File: config.mk
export PLATFORM = sky130hd
export DESIGN_NAME = evct_timer
export DESIGN_NICKNAME = d
export VERILOG_FILES = /design/src/rtl/core/evct_pkg.sv /design/src/rtl/core/evct_timer.sv
export SDC_FILE = /design/constraint.sdc
export NUM_CORES = 1
export LEC_CHECK = 0
export ABC_CLOCK_PERIOD_IN_PS = 4950
export BUFFER_PORTS_ARGS = -buffer_cell sky130_fd_sc_hd__buf_2
export CAP_MARGIN = 20
export CORE_MARGIN = 3
export CORE_UTILIZATION = 36
export DETAILED_ROUTE_END_ITERATION = 10
export PLACE_DENSITY = 0.67
export SLEW_MARGIN = 40
export SYNTH_ARGS = -nofsm -noshare
export SYNTH_HDL_FRONTEND = slang
export SYNTH_SLANG_ARGS = --single-unit
File: constraint.sdc
create_clock -name clk -period 4.95 [get_ports clk]
set_clock_uncertainty 0.05 [all_clocks]
set_input_delay 0.99 -clock clk [delete_from_list [all_inputs] [get_ports clk]]
set_output_delay 0.99 -clock clk [all_outputs]
set_load 0.005 [all_outputs]
File: src/rtl/core/evct_pkg.sv
`timescale 1ns / 1ps
// ----------------------------------------------------------------------------
// evct_pkg
// Shared types and constants for the event cartridge timer and rom mapper.
// ----------------------------------------------------------------------------
package evct_pkg;

  typedef enum logic [2:0] {
    CMD_TICK   = 3'd0,
    CMD_STATUS = 3'd1,
    CMD_SELECT = 3'd2,
    CMD_ROM    = 3'd3,
    CMD_RAM_RD = 3'd4,
    CMD_RAM_WR = 3'd5
  } evct_cmd_t;

  // configuration register indexes
  localparam logic [2:0] REG_BOARD = 3'd0;
  localparam logic [2:0] REG_TIMER = 3'd1;
  localparam logic [2:0] REG_CHIP0 = 3'd2;
  localparam logic [2:0] REG_CHIP1 = 3'd3;
  localparam logic [2:0] REG_CHIP2 = 3'd4;
  localparam logic [2:0] REG_CHIP3 = 3'd5;

  localparam logic [1:0] BOARD_CAMPUS    = 2'd1;
  localparam logic [1:0] BOARD_POWERFEST = 2'd2;

  localparam logic [7:0] SEL_GAME_START = 8'h09;
  localparam logic [7:0] SEL_CAMPUS_2   = 8'h05;
  localparam logic [7:0] SEL_CAMPUS_3   = 8'h03;
  localparam logic [7:0] SEL_POWER_2    = 8'h0c;
  localparam logic [7:0] SEL_POWER_3    = 8'h0a;

  localparam logic [23:0] CAMPUS_CHIP0_MASK = 24'h808000;
  localparam logic [23:0] POWER_CHIP0_MASK  = 24'h208000;
  localparam logic [23:0] BANK_LO_MASK      = 24'h7f0000;
  localparam logic [23:0] POWER_BANK_MASK   = 24'h1f0000;
  localparam logic [23:0] OFFSET_MASK       = 24'h007fff;
  localparam logic [23:0] POWER_HI_MASK     = 24'h3fffff;
  localparam logic [23:0] POWER_LO_MASK     = 24'h1fffff;

  localparam logic [4:0] LOG2_MIN = 5'd10;
  localparam logic [4:0] LOG2_MAX = 5'd22;

  localparam logic [2:0] SCORE_SECONDS = 3'd5;
  localparam int         STATUS_TIME_OVER_BIT = 1;

  typedef struct packed {
    logic       time_over;
    logic       score_fire;
    logic [7:0] select_value;
  } evct_timer_status_t;

  typedef struct packed {
    logic        hit;
    logic [1:0]  chip;
    logic [21:0] address;
  } evct_rom_result_t;

endpackage

File: src/rtl/core/evct_timer.sv
`timescale 1ns / 1ps
// ----------------------------------------------------------------------------
// evct_timer
// Game timer, score countdown, time-over flag and select register.
// ----------------------------------------------------------------------------
module evct_timer import evct_pkg::*; (
  input  logic               clk,
  input  logic               rst,
  input  logic               accept,
  input  evct_cmd_t          cmd,
  input  logic [7:0]         write_data,
  input  logic [15:0]        timer_seconds,
  output evct_timer_status_t status
);

  logic        time_over;
  logic [7:0]  select_value;
  logic        game_running;
  logic        score_pending;
  logic [15:0] game_left;
  logic [2:0]  score_left;

  logic        time_over_next;
  logic [7:0]  select_value_next;
  logic        game_running_next;
  logic        score_pending_next;
  logic [15:0] game_left_next;
  logic [2:0]  score_left_next;
  logic        fire;

  always_comb begin
    time_over_next     = time_over;
    select_value_next  = select_value;
    game_running_next  = game_running;
    score_pending_next = score_pending;
    game_left_next     = game_left;
    score_left_next    = score_left;
    fire               = 1'b0;
    if (accept) begin
      case (cmd)
        CMD_TICK: begin
          // score countdown steps before the game timer
          if (score_pending && (score_left != 3'd0)) begin
            score_left_next = score_left - 3'd1;
            if (score_left == 3'd1) begin
              score_pending_next = 1'b0;
              fire               = 1'b1;
            end
          end
          if (game_running && (game_left != 16'd0)) begin
            game_left_next = game_left - 16'd1;
            if (game_left == 16'd1) begin
              game_running_next  = 1'b0;
              time_over_next     = 1'b1;
              score_pending_next = 1'b1;
              score_left_next    = SCORE_SECONDS;
            end
          end
        end
        CMD_SELECT: begin
          select_value_next = write_data;
          if ((timer_seconds != 16'd0) && (write_data == SEL_GAME_START)) begin
            game_running_next = 1'b1;
            game_left_next    = timer_seconds;
          end
        end
        default: begin
        end
      endcase
    end
  end

  always_ff @(posedge clk) begin
    if (rst) begin
      time_over     <= 1'b0;
      select_value  <= 8'h00;
      game_running  <= 1'b0;
      score_pending <= 1'b0;
      game_left     <= 16'd0;
      score_left    <= 3'd0;
    end else begin
      time_over     <= time_over_next;
      select_value  <= select_value_next;
      game_running  <= game_running_next;
      score_pending <= score_pending_next;
      game_left     <= game_left_next;
      score_left    <= score_left_next;
    end
  end

  assign status.time_over    = time_over;
  assign status.score_fire   = fire;
  assign status.select_value = select_value;

endmodule

==> run_results.csv <==
group,metric,value,unit
clock_network,postCtsSetupRepairBufs,0,
critical_path,crit_required,3.91,ns
yosys,ys_seq_area_share,32.8,%
clock_network,ctsResizeCount,0,
sta,tns,0,ns
floorplan,fp.dieArea,0.00598,sq mm
yosys,synth_nets,275,
place,port_buffers,39,
sta,fmax,290,MHz
critical_path,crit_fanout,6,
pwr,p_int,0.513,mW
floorplan,die_w,77.4,um
sta,hold_viol,0,
cells_and_area,post-route-util,45.2,%
cells_and_area,final_cell_mix,"buf_2, nand2_1, dfxtp_1",
floorplan,rows,25,
critical_path,worst-setup-path-type,"in -> out",
global_route,grt_max_degree,47,
global_route,grt_pass1_vias,1679,
drt,wl_per_cell,14.6,um
floorplan,ios,40,
floorplan,start_util,38.1,%
yosys,ys_ff_latch,30,
place,hpwl,3440,um
pwr,switching_power,0.180,mW
clock_network,cts.sinks,30,
cells_and_area,syn_to_final_growth,18.8,%
global_route,antenna_found_initial,0,
clock_network,cts_root_buffer,"clkbuf_8",
yosys,synthesis.instances,240,
yosys,yosysTopAreaCell,"dfxtp_1",
sta,fin_crit,3.45,ns
clock_network,cts_tree,"built",
sta,setup_viol,0,
pwr,p_per_area,318,mW/mm^2
sta,worstMarginPinSlew,0.594,ns
drt,detail-route-antenna-nets,0,
yosys,synth.top_cell.area_share,32.8,%
sta,maxSlewHeadroom,60.4,%
cells_and_area,nets,306,
clock_network,clk_pin_slew,0.07,ns
pwr,vdd_drop_max,0.000232,V
worst_hold_path,worstHoldPathType,"reg -> reg",
drt,drt_first_pass_iters,4,
sta,slew_viol_final,0,
floorplan,core,0.00482,sq mm
sta,post-route-period-util,69.6,%
cells_and_area,layout_commonest_cell,"buf_2",
critical_path,endpoint_kind,"output port",
place,routabilityCongestion,0.851,
drt,post-route-drc-count,0,
critical_path,crit_arrival,2.41,ns
yosys,synth_area,0.00183,sq mm
critical_path,rr_worst_depth,7,
clock_network,clock_latency,0.29,ns
drt,wirelength,4940,um
worst_hold_path,min_path_cells,2,
pwr,clock_power_share,45.2,%
cells_and_area,antennaDiodeCount,0,
clock_network,ctsHoldBuffers,0,
critical_path,start_kind,"primary input",
status,outcome,"finished clean",
place,dpl.cell_count,331,
yosys,synth.area.top_cells,"dfxtp_1, a21oi_1, nand2_1",
drt,routed_via_density,5.57,
pwr,combPwrFrac,18.3,%
global_route,grt-ovfl-total,0,
clock_network,clk_path_buf_depth,2,
pwr,pwr-share-seq,36.5,%
cells_and_area,nFillCells,524,
run,cap_viol_max_count,0,
pwr,switching_share,26.0,%
floorplan,die_h,77.4,um
yosys,ys_warn_count,0,
clock_network,cts_buffers,5,
cells_and_area,layout-drive-gt1-share,21.3,%
pwr,leakage,0.836,nW
yosys,ys_types,41,
global_route,track_usage,16.8,%
cells_and_area,final_cell_count_no_fill,339,
yosys,synth_area_per_cell,7.64,sq um
drt,first_iter_violations,67,
global_route,grt_pass1_wl,8110,um
drt,dr_total_vias,1889,
clock_network,htreeDepth,2,
sta,rsz0062_at_grt,"no",
[registers in the layout (all words and copies together) (netlist names)]
name and count:
game_left 16, select_value 8, score_left 3, game_running 1, score_pending 1, time_over 1
[final cells by class]
class	count	area, sq um	area share (%)
Clock buffer	6	82.6	3.79
Clock inverter	2	60.1	2.76
Inverter	8	30.0	1.38
Multi-Input combinational cell	185	1110	51.0
Sequential cell	30	601	27.6
Tap cell	67	83.8	3.85
Timing Repair Buffer	41	210	9.65
[cells by family after synthesis]
group / Yosys count / synth area share [%]
and+or+nand+nor: 119 / 33.4
AOI/OAI and AO/OA: 58 / 21.8
DFF: 30 / 32.8
buffers and inverters: 25 / 6.96
adders and majority gates: 5 / 3.41
muxes: 2 / 1.09
xor gates and xnor gates: 1 / 0.478
[power by group through the flow]
stage          Combinational [mW]  Clock, mW  Sequential (mW)
4_1_cts                     0.126      0.318            0.253
2_1_floorplan              0.0918          0            0.257
3_3_place_gp                0.125          0            0.258
5_1_grt                     0.142      0.331            0.254
3_5_place_dp                0.125          0            0.258
6_report                    0.127      0.313            0.253
[synthesized netlist by cell type (all sizes together)]
master	n
dfxtp	30
a2111oi	1
nor4	9
nor4bb	1
a22oi	7
a311oi	1
nor2	20
and2	1
o32ai	14
a31oi	1
ha	5
and3	2
nand2b	3
nand4	1
nor2b	2
nand2	36
or4	4
nor3b	5
clkbuf	9
nor3	28
a211oi	1
a22o	1
xnor2	1
a21oi	28
or3b	1
or3	2
o31a	1
mux2i	2
buf	8
nand3	3
o21ai	2
nand4b	1
inv	8
a21o	1
[final timing paths]
kind | from | end | slack [ns]
worst min register to register | time_over$_SDFFE_PP0P_ | time_over$_SDFFE_PP0P_ | 0.39
worst min-delay path | time_over$_SDFFE_PP0P_ | time_over$_SDFFE_PP0P_ | 0.39
worst max-delay path | cmd[0] | status[8] | 1.50
worst max register to register | game_left[1]$_SDFFE_PP0P_ | game_left[14]$_SDFFE_PP0P_ | 2.75
[metrics by stage]
stage                     hold slack, ns  total power, mW  worst slack [ns]  instance area, sq um
after floorplan                    0.376            0.348              1.88                  1830
after global placement             0.380            0.383              1.52                  2040
after detailed placement           0.385            0.383              1.52                  2040
after CTS                          0.395            0.697              1.51                  2180
after global routing               0.426            0.728              1.31                  2180
final                              0.393            0.694              1.50                  2180
[routing by layer]
metal	wire length, um	vias up	track usage, %	part of all wire, %
li1	-	950	-	-
met1	2350	885	22.2	47
met2	2280	48	25.6	46
met3	243	6	4.52	4.9
met4	69	0	7.12	1.4
met5	0	-	0	0
[critical path, stage by stage]
cell,delay [ns]
buf_2,0.13
nor3_1,0.49
nand4b_1,0.33
nor3b_1,0.30
buf_2,0.15
(Power assumes the default switching activity.)
