## src/rtl/core/evct_pkg.sv

```systemverilog
`timescale 1ns / 1ps
// ----------------------------------------------------------------------------
// evct_pkg
// Shared types and constants for the event cartridge timer and rom mapper.
// ----------------------------------------------------------------------------
package evct_pkg;

  typedef enum logic [2:0] {
    CMD_TICK   = 3'd0,
    CMD_STATUS = 3'd1,
    CMD_SELECT = 3'd2,
    CMD_ROM    = 3'd3,
    CMD_RAM_RD = 3'd4,
    CMD_RAM_WR = 3'd5
  } evct_cmd_t;

  // configuration register indexes
  localparam logic [2:0] REG_BOARD = 3'd0;
  localparam logic [2:0] REG_TIMER = 3'd1;
  localparam logic [2:0] REG_CHIP0 = 3'd2;
  localparam logic [2:0] REG_CHIP1 = 3'd3;
  localparam logic [2:0] REG_CHIP2 = 3'd4;
  localparam logic [2:0] REG_CHIP3 = 3'd5;

  localparam logic [1:0] BOARD_CAMPUS    = 2'd1;
  localparam logic [1:0] BOARD_POWERFEST = 2'd2;

  localparam logic [7:0] SEL_GAME_START = 8'h09;
  localparam logic [7:0] SEL_CAMPUS_2   = 8'h05;
  localparam logic [7:0] SEL_CAMPUS_3   = 8'h03;
  localparam logic [7:0] SEL_POWER_2    = 8'h0c;
  localparam logic [7:0] SEL_POWER_3    = 8'h0a;

  localparam logic [23:0] CAMPUS_CHIP0_MASK = 24'h808000;
  localparam logic [23:0] POWER_CHIP0_MASK  = 24'h208000;
  localparam logic [23:0] BANK_LO_MASK      = 24'h7f0000;
  localparam logic [23:0] POWER_BANK_MASK   = 24'h1f0000;
  localparam logic [23:0] OFFSET_MASK       = 24'h007fff;
  localparam logic [23:0] POWER_HI_MASK     = 24'h3fffff;
  localparam logic [23:0] POWER_LO_MASK     = 24'h1fffff;

  localparam logic [4:0] LOG2_MIN = 5'd10;
  localparam logic [4:0] LOG2_MAX = 5'd22;

  localparam logic [2:0] SCORE_SECONDS = 3'd5;
  localparam int         STATUS_TIME_OVER_BIT = 1;

  typedef struct packed {
    logic       time_over;
    logic       score_fire;
    logic [7:0] select_value;
  } evct_timer_status_t;

  typedef struct packed {
    logic        hit;
    logic [1:0]  chip;
    logic [21:0] address;
  } evct_rom_result_t;

endpackage

```

## src/rtl/core/evct_rom_map.sv

```systemverilog
`timescale 1ns / 1ps
// ----------------------------------------------------------------------------
// evct_rom_map
// Decodes a bus address into a ROM chip and mirrored chip address for the
// campus and powerfest board layouts.
// ----------------------------------------------------------------------------
module evct_rom_map import evct_pkg::*; (
  input  logic [1:0]       board_kind,
  input  logic [7:0]       select_value,
  input  logic [23:0]      address,
  input  logic [4:0]       chip_log2 [4],
  output evct_rom_result_t result
);

  logic [1:0]  id;
  logic        hit;
  logic [23:0] mapped;
  logic [4:0]  lg;
  logic [21:0] mask;

  always_comb begin
    id     = 2'd0;
    hit    = 1'b0;
    mapped = 24'h0;
    case (board_kind)
      BOARD_CAMPUS: begin
        if (select_value == SEL_GAME_START) id = 2'd1;
        if (select_value == SEL_CAMPUS_2)   id = 2'd2;
        if (select_value == SEL_CAMPUS_3)   id = 2'd3;
        if ((address & CAMPUS_CHIP0_MASK) == CAMPUS_CHIP0_MASK) id = 2'd0;
        if (address[15]) begin
          hit    = 1'b1;
          mapped = ((address & BANK_LO_MASK) >> 1) | (address & OFFSET_MASK);
        end
      end
      BOARD_POWERFEST: begin
        if (select_value == SEL_GAME_START) id = 2'd1;
        if (select_value == SEL_POWER_2)    id = 2'd2;
        if (select_value == SEL_POWER_3)    id = 2'd3;
        if ((address & POWER_CHIP0_MASK) == POWER_CHIP0_MASK) id = 2'd0;
        if (address[22]) begin
          hit    = 1'b1;
          mapped = address & POWER_HI_MASK;
        end else if (address[15]) begin
          hit = 1'b1;
          if (id == 2'd2) begin
            mapped = address & POWER_LO_MASK;
          end else begin
            mapped = ((address & POWER_BANK_MASK) >> 1) | (address & OFFSET_MASK);
          end
        end
      end
      default: begin
      end
    endcase
  end

  // clamp the chip size and build its mirror mask
  always_comb begin
    lg = chip_log2[id];
    if (lg < LOG2_MIN) lg = LOG2_MIN;
    if (lg > LOG2_MAX) lg = LOG2_MAX;
    for (int i = 0; i < 22; i++) begin
      mask[i] = (5'(i) < lg);
    end
  end

  assign result.hit     = hit;
  assign result.chip    = hit ? id : 2'd0;
  assign result.address = hit ? (mapped[21:0] & mask) : 22'h0;

endmodule

```

## config.mk

```make
export PLATFORM = sky130hd
export DESIGN_NAME = evct_rom_map
export DESIGN_NICKNAME = d
export VERILOG_FILES = /design/src/rtl/core/evct_pkg.sv /design/src/rtl/core/evct_rom_map.sv
export SDC_FILE = /design/constraint.sdc
export NUM_CORES = 1
export LEC_CHECK = 0
export ABC_AREA = 0
export BUFFER_PORTS_ARGS = -buffer_cell sky130_fd_sc_hd__buf_4
export CORE_MARGIN = 2
export CORE_UTILIZATION = 38
export DETAILED_ROUTE_END_ITERATION = 7
export PLACE_DENSITY = 0.85
export REMOVE_ABC_BUFFERS = 1
export SYNTH_ARGS = -nofsm -noshare
export SYNTH_HDL_FRONTEND = slang
export SYNTH_SLANG_ARGS = --single-unit
```

## constraint.sdc

```tcl
create_clock -name vclk -period 3.1
set_input_delay 0.155 -clock vclk [all_inputs]
set_output_delay 0.155 -clock vclk [all_outputs]
set_load 0.02 [all_outputs]
```

==> out/qor.csv, run 1 <==
metric;value;unit
result_of_the_run;finished, final reports clean;
cp_max_fo;8;
final_design_area_no_fill;0.001425;sq mm
routabilityCongestion;0.7712;
first_pass_iters;4;
crit_type;input pin to output pin;
min_period;2824;ps
via_count;1128;
horizontal_die_dimension;49.73;microns
clock_buffers;0;
critical_path_slowest_stage_cell;sky130_fd_sc_hd__a2111oi_4;
synth.avg_cell_area;7.640;sq um
route.detailed.drc;0;
grt_first_pass_wirelength;4974;microns
viasPerCell;5.371;
floorplan.initialDensity;40.50;%
ys_top_cells_by_count;sky130_fd_sc_hd__and2_1 (12), sky130_fd_sc_hd__mux2i_1 (11), sky130_fd_sc_hd__a21oi_1 (5), sky130_fd_sc_hd__inv_1 (5), sky130_fd_sc_hd__nor3_1 (5);
total_power_density_per_cell_area;106.7;mW/mm^2
numPortBuffers;79;
overflow;0;
routed_wl_per_cell;14.24;microns
synth.yosys.warnings;0;
floorplan.rows;16;
postRouteAntennaNets;0;
max_cap_violations;0;
synthDistinctLibCells;46;
detail_route.wirelength;2991;microns
worst_path_largest_cell_delay;640;ps
power_leakage;0.6575;nW
antenna_found_initial;0;
timing_worst_slew_pin_value;626.7;ps
finalHoldWorstSlack;614.8;ps
max_freq;354.2;MHz
syn_to_final_growth;79.37;%
ir_drop;0.06289;mV
critPathRequiredTime;2940;ps
die_area;0.002473;sq mm
final-seq-area;0;sq um
cts_resized;0;
placed_cells;208;
cpLargestDelayFamily;compound AO/OA/AOI/OAI gates;
drive_gt1_share;52.46;%
final-setup-viol-count;0;
grt_max_degree;20;
design.final.nets;241;
detailedPlacementHpwl;2589;microns
rsz0062_at_grt;false;
place_area;0.001410;sq mm
synth_top_cell_by_area;sky130_fd_sc_hd__mux2i_1;
buffers_inserted_during_post_cts_setup_optimization;0;
timing.final.hold_violations;0;
worst_slew_margin_rel;58.22;%
crit_arrival;2670;ps
final-max-slew-violation-count;0;
post_layout_nonfiller_instances;210;
core;0.001962;sq mm
synth_top_area_share;13.86;%
netlist_area;794.5;sq um
first_global_vias;1126;
antenna-diode-count;0;
crit_path_cell_trace;buf_4 -> or4_4 -> a2111oi_4 -> mux2i_1 -> mux2i_4 -> nand2_4 -> a2111oi_2 -> buf_4;
die-height;49.73;microns
start_kind;input pin;
finalPower;0.0001521;W
yosys-top-cells-area;sky130_fd_sc_hd__mux2i_1 (14%), sky130_fd_sc_hd__and2_1 (9.4%), sky130_fd_sc_hd__a2111oi_4 (6.9%);
synth.most_common_cell;sky130_fd_sc_hd__and2_1;
timing.final.crit_share;91.08;%
flops_and_latches;0;
path_common_cell;sky130_fd_sc_hd__buf_4;
sequential_area_share_after_synthesis;0;%
drt-initial-drc-count;8;
worstSetupEndpointType;output pin;
worst-path-buf-inv;2;
setup-tns-final;0;ps
ctsHoldBuffers;0;
grtUsageTotal;24.81;%
pin_count;79;
syn-instance-count;104;
min-delay-path-class;input pin to output pin;
[kinds of logic (layout without fill, tap and decap cells)]
group,after synthesis,count (layout),share of synthesized area (%)
and+or+nand+nor,49,49,38.90
AOI/OAI and AO/OA,27,27,29.45
muxes,14,14,19.53
buffers and inverters,9,88,5.670
xor gates and xnor gates,3,3,3.308
adders and majority gates,2,2,3.149
[area by class of cell]
type / count / area [sq um]
inverters: 5 / 18.77
repair buffers: 83 / 623.1
multi-input cells: 95 / 749.5
fillers: 165 / 536.8
well taps: 27 / 33.78
[placed cells by master (no fill, tap or decap), types with 3 or more instances in the layout]
| cell | instances |
|---|---|
| sky130_fd_sc_hd__a22oi_1 | 4 |
| sky130_fd_sc_hd__buf_4 | 83 |
| sky130_fd_sc_hd__o21ai_0 | 3 |
| sky130_fd_sc_hd__inv_1 | 5 |
| sky130_fd_sc_hd__nor2b_1 | 3 |
| sky130_fd_sc_hd__a211oi_1 | 4 |
| sky130_fd_sc_hd__mux2i_1 | 11 |
| sky130_fd_sc_hd__nor3_1 | 5 |
| sky130_fd_sc_hd__nand3_1 | 4 |
| sky130_fd_sc_hd__a21oi_1 | 5 |
| sky130_fd_sc_hd__and2_1 | 12 |
| sky130_fd_sc_hd__nand2_1 | 4 |
[where the power goes]
part | total, W | leakage, nW | switching, W | internal [W]
Clock | 0 | 0 | 0 | 0
Combinational | 0.000152 | 0.657 | 0.0000715 | 0.0000806
Sequential | 0 | 0 | 0 | 0
Total | 0.000152 | 0.657 | 0.0000715 | 0.0000806
[path summary, 6_finish.rpt]
path                        start          to  slack (ps)  depth (start not counted)
hold / removal         address[1]   result[1]         610                          3
setup / recovery  select_value[5]  result[21]         280                          8
[metal layers]
layer | wire length (microns) | vias up | global-route usage [%]
li1 | - | 560 | -
met1 | 1118 | 493 | 28.57
met2 | 1572 | 69 | 49.11
met3 | 240 | 6 | 1.818
met4 | 60 | 0 | 4.630
met5 | 0 | - | 0
[per-stage QoR]
| step | utilization [%] | setup slack (ps) |
|---|---|---|
| finish | 72.64 | 276.4 |
| global route | 72.64 | 102.7 |
| CTS | 71.88 | 201.8 |
| detailed placement | 71.88 | 196.3 |
| global placement | 71.88 | 290.3 |
| floorplan | - | 321.5 |
Note: power is estimated with default switching activity, not from simulation.
==> run 2, diff against run 1 <==
--- a/config.mk
+++ b/config.mk
@@ -6,8 +6,8 @@
 export NUM_CORES = 1
 export LEC_CHECK = 0
-export ABC_AREA = 0
+export ABC_AREA = 1
 export BUFFER_PORTS_ARGS = -buffer_cell sky130_fd_sc_hd__buf_4
-export CORE_MARGIN = 2
-export CORE_UTILIZATION = 38
+export CORE_MARGIN = 5
+export CORE_UTILIZATION = 42
 export DETAILED_ROUTE_END_ITERATION = 7
 export PLACE_DENSITY = 0.85
==> constraint.sdc (replaced) <==
create_clock -name vclk -period 3.1
set_input_delay 0.465 -clock vclk [all_inputs]
set_output_delay 0.465 -clock vclk [all_outputs]
set_load 0.02 [all_outputs]
==> out/qor.csv, run 2 <==
metric;value;unit;change
post_layout_nonfiller_instances;307;;+46%
core;0.002233;sq mm;+14%
flops_and_latches;0;;unchanged
die_area;0.003428;sq mm;+39%
min-delay-path-class;input pin to output pin;;
result_of_the_run;finished, final reports clean;;
hold_path.startpoint;address[10];;
antenna_found_initial;0;;unchanged
synth_top_cell_by_area;sky130_fd_sc_hd__nand2_1;;
synth.avg_cell_area;4.948;sq um;-35%
combPwrFrac;100.0;%;about the same
min_period;2888;ps;+64.43 ps
floorplan.initialDensity;44.31;%;+3.8 points
final-seq-area;0;sq um;unchanged
timing_worst_slew_pin_value;302.2;ps;-324.6 ps
final-setup-viol-count;0;;unchanged
drt-initial-drc-count;53;;+45
highest_layer;met4;;
pin_count;79;;unchanged
die-height;58.55;microns;+18%
yosys-top-cells-area;sky130_fd_sc_hd__nand2_1 (17%), sky130_fd_sc_hd__inv_1 (16%), sky130_fd_sc_hd__nand3_1 (11%);;
ys_top_cells_by_count;sky130_fd_sc_hd__nand2_1 (45), sky130_fd_sc_hd__inv_1 (41), sky130_fd_sc_hd__nor2_1 (27);;
ctsHoldBuffers;0;;unchanged
antenna-diode-count;0;;unchanged
floorplan.rows;17;;+1
total_power_density_per_cell_area;112.0;mW/mm^2;+4.9%
max_cap_violations;0;;unchanged
mostFrequentLayoutCell;sky130_fd_sc_hd__buf_4;;
postRouteAntennaNets;0;;unchanged
drive_gt1_share;41.22;%;-11 points
final_critical_path_setup_slack;212.0;ps;-64.43 ps
syn_to_final_growth;64.98;%;
detailedPlacementHpwl;2834;microns;+9.5%
design.final.nets;337;;+40%
netlist_area;989.7;sq um;+25%
first_pass_iters;4;;unchanged
min_to;result[10];;
sequential_area_share_after_synthesis;0;%;unchanged
routabilityCongestion;0.8591;;+11%
final_cell_mix;sky130_fd_sc_hd__buf_4 (83), sky130_fd_sc_hd__nand2_1 (45), sky130_fd_sc_hd__inv_1 (41);;
synth_top_area_share;17.07;%;+3.2 points
max_freq;346.3;MHz;-2.2%
routedLengthMet1;1403;microns;+25%
crit_arrival;2420;ps;-250 ps
horizontal_die_dimension;58.55;microns;+18%
numPortBuffers;79;;unchanged
p_seq_share;0;%;unchanged
syn-instance-count;200;;+92%
detail_route.wirelength;3383;microns;+13%
timing.final.crit_share;93.16;%;+2.1 points
power_report.internal_total;0.00008841;W;+9.7%
final_design_area_no_fill;0.001633;sq mm;+15%
first_global_vias;1306;;+16%
route.detailed.drc;0;;unchanged
timing.final.hold_violations;0;;unchanged
power.switching_fraction;51.65;%;+4.7 points
routed_wl_per_cell;11.02;microns;-23%
power_switching;0.00009446;W;+32%
via_count;1494;;+32%
synth.most_common_cell;sky130_fd_sc_hd__nand2_1;;
cp_max_fo;9;;+1
p_clk_share;0;%;unchanged
power_leakage;1.015;nW;+54%
grt_max_degree;15;;-25%
crit_type;input pin to output pin;;
finish.utilization;73.11;%;+0.47 points
final-max-slew-violation-count;0;;unchanged
wl_met3;483;microns;+100%
start_kind;input pin;;
synth.yosys.warnings;0;;unchanged
worstSetupEndpointType;output pin;;
grt_first_pass_wirelength;5347;microns;+7.5%
rsz0062_at_grt;false;;
clock_buffers;0;;unchanged
fillerInstances;208;;+26%
dr_wl_met2;1473;microns;-6.3%
worstHoldPathCells;4;;+1
overflow;0;;unchanged
grtUsageTotal;18.17;%;-6.6 points
ir_drop;0.06696;mV;+6.5%
critPathRequiredTime;2630;ps;-310 ps
worst_slew_margin_rel;79.83;%;+22 points
synthDistinctLibCells;30;;-35%
place_worst_setup_slack;180.9;ps;-15.40 ps
setup-tns-final;0;ps;unchanged
viasPerCell;4.866;;-9.4%
place_area;0.001605;sq mm;+14%
placed_cells;305;;+47%
[run 2: final cells by class]
cell class / instances / area, sq um / area share [%]
well taps: 28 / 35.03 / 2.146
multi-input cells: 150 / 802.0 / 49.12
repair buffers: 83 / 623.1 / 38.16
inverters: 46 / 172.7 / 10.57
[run 2: worst max-delay path, cell delays in order]
cell	delay (ps)
sky130_fd_sc_hd__buf_4	120
sky130_fd_sc_hd__inv_1	50
sky130_fd_sc_hd__ha_1	170
sky130_fd_sc_hd__nand2_1	60
sky130_fd_sc_hd__nor2_1	140
sky130_fd_sc_hd__nand2_1	130
sky130_fd_sc_hd__nand2_4	120
sky130_fd_sc_hd__buf_4	130
sky130_fd_sc_hd__nor2_1	40
sky130_fd_sc_hd__o21ai_2	180
sky130_fd_sc_hd__nand2_4	120
sky130_fd_sc_hd__inv_2	100
sky130_fd_sc_hd__nand4_1	90
sky130_fd_sc_hd__nand2_1	60
sky130_fd_sc_hd__inv_1	50
sky130_fd_sc_hd__nand3_1	60
sky130_fd_sc_hd__nand2_1	50
sky130_fd_sc_hd__nor2_1	110
sky130_fd_sc_hd__buf_4	160
[run 2: worst max-delay path by stage]
stage	from	end	slack, ps	cells past startpoint
after detailed placement	board_kind[0]	result[20]	180	20
after CTS	board_kind[0]	result[20]	170	20
after global routing	board_kind[1]	result[20]	20	20
final	board_kind[1]	result[20]	210	19
after global placement	board_kind[0]	result[12]	270	20
after floorplan	board_kind[0]	result[12]	430	18
[run 2: layer usage]
metal	vias up	GRT usage [%]
met3	4	3.728
li1	790	-
met2	70	30.14
met5	-	0
met4	0	0.6623
met1	630	25.32
[run 2: kinds of logic after synthesis]
kind of cell | Yosys count | synth area share (%)
simple gates | 119 | 56.76
fa+ha+maj | 2 | 2.528
compound gates | 29 | 20.48
buf+inv | 50 | 20.23
[run 2: repair_timing]
| action | 4_1_cts | 5_1_grt |
|---|---|---|
| gates resized for setup | 0 | 2 |
| setup endpoints to repair | 0 | 6 |
| buffers inserted | 0 | 2 |
[run 2: power groups by stage]
stage / clock network, W / registers, W / logic (W)
after floorplan: 0 / 0 / 0.0000900
after global placement: 0 / 0 / 0.000178
after detailed placement: 0 / 0 / 0.000180
after CTS: 0 / 0 / 0.000181
after global routing: 0 / 0 / 0.000203
final: 0 / 0 / 0.000183
[run 2: metrics by stage]
stage          total power, W  hold slack, ps
2_1_floorplan      0.00008996            1049
3_3_place_gp        0.0001784            1243
3_5_place_dp        0.0001800            1245
4_1_cts             0.0001806            1245
5_1_grt             0.0002029            1272
6_report            0.0001829            1242
